### src/rtl/msdm_pkg.sv
// Shared constants, types and codes of the MT19937 seed draw matcher.
// No dependencies; used by every module of the block.
package msdm_pkg;

    localparam int WORD_W = 32;
    localparam int HALF_W = 16;

    // MT19937 seeding and twist constants
    localparam logic [WORD_W-1:0] MT_MULT   = 32'd1812433253;
    localparam logic [WORD_W-1:0] MT_UPPER  = 32'h8000_0000;
    localparam logic [WORD_W-1:0] MT_LOWER  = 32'h7fff_ffff;
    localparam logic [WORD_W-1:0] MT_MATRIX = 32'h9908_b0df;
    localparam logic [WORD_W-1:0] MT_TEMP_B = 32'h9d2c_5680;
    localparam logic [WORD_W-1:0] MT_TEMP_C = 32'hefc6_0000;
    localparam int MT_MID = 397;

    // Twist mask for draw k is formed at stage k+1 and used at stage 397+k.
    localparam int MASK_DELAY = MT_MID - 1;

    // Draw check sub-pipeline: temper, fold, reciprocal multiply, compare.
    localparam int CHECK_DEPTH = 4;

    // Configuration
    localparam int CFG_W        = 36;
    localparam int CFG_IDX_W    = 2;
    localparam int TARGET_W     = 4;
    localparam int TARGET_COUNT = 9;

    // Remainder by a small constant divisor (k+2 for draw k, so 2..10 at nine draws):
    // 32-bit value folded to 21 bits, then exact reciprocal multiply.
    localparam int DIV_W       = 5;
    localparam int FOLD_W      = 21;
    localparam int RECIP_SHIFT = FOLD_W + DIV_W;
    localparam int RECIP_W     = RECIP_SHIFT;

    typedef logic [DIV_W-1:0]   div_t;
    typedef logic [FOLD_W-1:0]  fold_t;
    typedef logic [RECIP_W-1:0] recip_t;

    typedef enum logic [1:0] {
        SCAN_INDEX    = 2'd0,
        SCAN_OFFSET   = 2'd1,
        SCAN_FIX_HIGH = 2'd2,
        SCAN_FIX_LOW  = 2'd3
    } scan_mode_t;

    typedef enum logic [CFG_IDX_W-1:0] {
        REG_SCAN_MODE    = 2'd0,
        REG_SCAN_BASE    = 2'd1,
        REG_FIXED_WORD   = 2'd2,
        REG_DRAW_TARGETS = 2'd3
    } cfg_reg_t;

endpackage

### src/rtl/msdm_init_stage.sv
// One MT19937 seeding step as a pipeline stage: word = MULT*(w ^ w>>30) + step.
// Depends on msdm_pkg.
module msdm_init_stage (
    input  logic                        clk,
    input  logic                        en,
    input  logic [msdm_pkg::WORD_W-1:0] step,
    input  logic [msdm_pkg::WORD_W-1:0] prev_word,
    output logic [msdm_pkg::WORD_W-1:0] word,
    output logic [msdm_pkg::WORD_W-1:0] base_word
);

    logic [msdm_pkg::WORD_W-1:0] mixed;
    logic [msdm_pkg::WORD_W-1:0] word_next;
    logic [msdm_pkg::WORD_W-1:0] word_reg;
    logic [msdm_pkg::WORD_W-1:0] base_reg;

    always_comb
    begin
        mixed     = prev_word ^ (prev_word >> 30);
        word_next = msdm_pkg::WORD_W'(mixed * msdm_pkg::MT_MULT) + step;
    end

    // base keeps the previous state word aligned with this one
    always_ff @(posedge clk)
    begin
        if (en)
        begin
            word_reg <= word_next;
            base_reg <= prev_word;
        end
    end

    assign word      = word_reg;
    assign base_word = base_reg;

endmodule

### config.mk
export PLATFORM = sky130hd
export DESIGN_NAME = msdm_init_stage
export DESIGN_NICKNAME = d
export VERILOG_FILES = /design/src/rtl/msdm_pkg.sv /design/src/rtl/msdm_init_stage.sv
export SDC_FILE = /design/constraint.sdc
export NUM_CORES = 1
export LEC_CHECK = 0
export BUFFER_PORTS_ARGS = -buffer_cell sky130_fd_sc_hd__buf_2
export CORE_MARGIN = 3
export CORE_UTILIZATION = 55
export DETAILED_ROUTE_END_ITERATION = 8
export GPL_ROUTABILITY_DRIVEN = 0
export PLACE_DENSITY_LB_ADDON = 0.25
export REMOVE_ABC_BUFFERS = 1
export SYNTH_ARGS = -nofsm -noshare
export SYNTH_HDL_FRONTEND = slang
export SYNTH_SLANG_ARGS = --single-unit
### constraint.sdc
create_clock -name clk -period 13.8 [get_ports clk]
set_input_delay 2.76 -clock clk [delete_from_list [all_inputs] [get_ports clk]]
set_output_delay 2.76 -clock clk [all_outputs]
set_load 0.1 [all_outputs]
; ---- Word level (Yosys, flattened, before mapping)
; Cells that the tools add are included.
; W data, S select, Z words.
[op_classes]
reduce_logical = 0
n_addsub = 1
n_div = 0
eq_ne = 0
n_bitwise = 1
n_shift = 0
n_lt_le_gt_ge = 0
n_mux = 0
multipliers = 1
[op_table]
columns = op, count
row1 = $add A32 B32 Y32, 1
row2 = $mul A32 B31 Y32 const B, 1
row3 = $xor A32 B2 Y32, 1
[word_totals]
in_bits = 66
regBits = 64
ram_bits = 0
latch_bits = 0
mem_bits_ro = 0
mem_count = 0
elab_cells = 5
output_inout_bits = 64

; ---- Logic depth before layout (Yosys ltp)
[depth]
ltp_word = 3
ltp_mapped = 22
depth_no_buf = 21

; ---- Least setup slack after synthesis
; Ideal clock, no wire load.
[synth_path]
path_kind = input-to-reg
from = input port prev_word[1] (netlist bit)
to = register word_reg, in the netlist word[28], data pin
setup_slack_ns = 5.299
path_stages = 22
t_arrival_ns = 8.235
required_time_ns = 13.534
cell_sequence = xor2_1 > xor2_1 > ha_1 > or2_2 > ha_1 > inv_1 > fa_1 > inv_1 > ha_1 > fa_1 > fa_1 > fa_1 > fa_1 > ha_1 > buf_2 > a21o_1 > a21o_1 > a221oi_1 > o21ai_1 > a311oi_1 > nor3_1 > xor2_1
[synth_via]
elab_chain_len = 3
[synth_lines]
columns = item, line
row1 = "start, declared", msdm_init_stage.sv:7  ; input logic [msdm_pkg::WORD_W-1:0] prev_word,
row2 = $xor A32 B2 Y32, msdm_init_stage.sv:19  ; mixed = prev_word ^ (prev_word >> 30);
row3 = $mul A32 B31 Y32, msdm_init_stage.sv:20  ; word_next = msdm_pkg::WORD_W'(mixed * msdm_pkg::MT_MULT) + step;
row4 = $add A32 B32 Y32, msdm_init_stage.sv:20
row5 = via word_next (one bit), msdm_init_stage.sv:13  ; logic [msdm_pkg::WORD_W-1:0] word_next;
row6 = "end signal, assigned", msdm_init_stage.sv:28  ; word_reg <= word_next;
row7 = "end, declared", msdm_init_stage.sv:14  ; logic [msdm_pkg::WORD_W-1:0] word_reg;
; The timed path passes the listed nets, and every way through them passes these cells.
; A chain may end at the register's enable or synchronous reset.

; ---- Worst setup path in the final report
[layout_path]
from = input port prev_word[12] (netlist bit)
to = register word_reg, in the netlist word[29], data pin
; Same word-level chain as after synthesis.

==> results.md <==
- Max Cap Viol: 0
- Post-CTS setup buffer count: 0
- # setup viols final: 0
- DR WL/cell: ~19 um
- Crit Path Max Fanout: 11
- Area Overhead vs Synth: 12.2%
- DRC: 0
- Min cycle time layout: ~9 ns
- RSZ-0062 raised after global routing: no
- Cells resized by post-CTS repair: 0
- CP Class: primary input to register
- Estimated wirelength of the detail-placed design: approximately 19,000 um
- IO buf count: 129
- Largest net degree at the start of global routing: 65
- Tot GR Track Use: ~25%
- CTS Hold Bufs: 0
- Initial DRC Count: approximately 300
- Setup_tns: 0 ns
- Post-synth cell types: 55
- Vias in the first global route: 7,234
- Hold depth: 1
- Status: finished, final reports clean
- Total global routing overflow: 0
- 1st-pass router iterations: 6
- Clk root buf: clkbuf_16
- CTS tree: done
- Finished Core Util: 63.7%
- Period utilisation layout: between 60 and 70%
- DIE AREA: just over 20,000 sq um
- Seq/Total Area, Yosys: 18.5%
- First-pass GRT wire length: 38,200 um
- CORE AREA: approximately 18,000 sq um
- Seq cells post-synth: 64
- Hold path endpoint: base_word[1]
- DP Cell Count: about 1,200
- Row count: slightly below 50
- I/O pin count: between 100 and 150
- Final instance area: 11,600 sq um
- Clock sink total: 64
- Total number of vias: between 6,000 and 7,000
- Diodes inserted: 0
- Final Max Slew Viols: 0
- Fin nets: 1,470
- H-tree depth: 3
- Crit path DAT: 9.06 ns
- Die X: between 100 and 150 um
- Min-delay src: prev_word[1]
- DRT antenna net count: 0
- Tightest Hold Check Type: primary input to register
- Ratio of cells with drive above 1 in the final layout: roughly 16%
- Slew HR: roughly 44%
- Cells after Synth: 877
- Final Hold Fails: 0
- Slew @ Worst Pin: 0.843 ns
- Worst setup SP type: primary input
- Critical Path RT: 13.90 ns
- Via density: between 5 and 6
- CTS clk-pin slew, worst paths: around 0.060 ns
- Antenna violations before repair: 0
- Total CTS buffers: 9
- Area after DPL: around 11,000 sq um
- Post-Syn Area: approximately 10,000 sq um
- Height of the die: between 100 and 150 um
- FMAX: 112 MHz
- Layout Cells excl Fill: around 1,200
- Initial Util: a little under three fifths
- Bufs on Longest Clock Path: 2
- Critical Path End Type: register
- Synth Area per Inst: around 12 sq um
- Warnings from Yosys: 0
- Routed WL: around 23,000 um
## worst max path at each step
stage                           to          start  slack [ns]
after floorplan           word[28]   prev_word[1]        5.32
after global placement    word[29]  prev_word[12]        4.67
after detailed placement  word[29]  prev_word[12]        4.60
after CTS                 word[29]  prev_word[11]        4.92
after global routing      word[29]  prev_word[12]        4.55
final                     word[29]  prev_word[12]        4.84
## cell usage in the layout (no fill, tap or decap), types with 2 or more instances in the layout
master / count
o21bai_1: 2
o21a_1: 5
and3_1: 4
inv_1: 206
buf_4: 4
clkinv_4: 3
a21o_1: 12
nor2b_1: 3
o21ai_1: 3
o21ai_0: 13
xnor2_1: 42
nor2_1: 12
and2_1: 3
nor3_1: 5
a221oi_1: 2
and2b_2: 2
inv_6: 2
xor2_1: 18
nand4_1: 5
edfxtp_1: 64
fa_1: 174
or2_2: 2
nand2_1: 14
buf_2: 129
a21oi_1: 21
nand3_1: 5
ha_1: 215
a211oi_1: 4
clkbuf_16: 9
bufinv_16: 2
nand2b_1: 4
a31oi_1: 4
## layout make-up
cell class / count / area (sq um)
clock buffer: 9 / 225
clock inverter: 7 / 104
multi-input combinational: 601 / 7650
timing repair buffer: 133 / 676
tap: 229 / 287
sequential: 64 / 1920
inverter: 206 / 773
fill: 1492 / 6640
## metal layers
layer	GRT usage [%]	share of wire (%)
met5	0	0
met4	4.86	1.3
met3	3.93	5.7
met2	40.3	48
met1	35.2	45
## Yosys cell counts, drive strengths merged
library cell / count / share of area, %
xnor2: 42 / 3.5
a221oi: 3 / 0.31
nand2: 14 / 0.51
nor3b: 1 / 0.072
nand3b: 1 / 0.072
o21a: 5 / 0.36
edfxtp: 64 / 19
o21ai: 16 / 0.77
inv: 206 / 7.5
buf: 4 / 0.19
a21oi: 22 / 1.1
and2b: 2 / 0.17
nand2b: 4 / 0.24
a211oi: 5 / 0.41
nor4: 1 / 0.060
ha: 215 / 26
a2bb2oi: 1 / 0.084
and3b: 1 / 0.084
nand4: 5 / 0.30
nor2: 12 / 0.43
a31oi: 5 / 0.36
o2111ai: 1 / 0.084
and2: 3 / 0.18
clkbuf: 2 / 0.072
nand3: 6 / 0.34
o21bai: 2 / 0.14
a21boi: 1 / 0.072
o22ai: 1 / 0.060
o311ai: 2 / 0.17
nor2b: 3 / 0.18
and4: 1 / 0.084
a21o: 12 / 0.87
or3: 1 / 0.060
o211a: 1 / 0.097
a211o: 1 / 0.084
xor2: 18 / 1.5
and3: 5 / 0.31
a31o: 1 / 0.084
nor3: 5 / 0.24
o221ai: 1 / 0.14
fa: 174 / 34
nor4bb: 1 / 0.097
a311oi: 2 / 0.23
or2: 3 / 0.18
o31ai: 1 / 0.072
## logic make-up after synthesis
| group | after synthesis | synth area share, % |
|---|---|---|
| simple gates | 69 | 3.62 |
| buf+inv | 212 | 7.72 |
| flops | 64 | 18.5 |
| xor+xnor | 60 | 5.07 |
| compound gates | 83 | 5.51 |
| fa+ha+maj | 389 | 59.5 |
## critical path, cell delays in order
cell and delay, ns:
buf_2 0.34, ha_1 0.32, ha_1 0.32, fa_1 0.50, inv_1 0.05, fa_1 0.48, inv_1 0.05, fa_1 0.49
inv_1 0.06, fa_1 0.53, inv_1 0.05, fa_1 0.49, fa_1 0.44, ha_1 0.40, o21a_1 0.23, a221oi_1 0.62
nand3_1 0.24, a31oi_1 0.40, o21bai_1 0.14, xor2_1 0.15
## through the flow
step | hold slack [ns] | setup WS (ns)
after detailed placement | 2.97 | 4.60
after global placement | 2.97 | 4.67
final | 2.61 | 4.84
after floorplan | 2.86 | 5.32
after CTS | 2.59 | 4.92
after global routing | 2.60 | 4.55
Power is not shown: default switching activity piles up to over one toggle a cycle in this logic, so the estimate is an artifact.
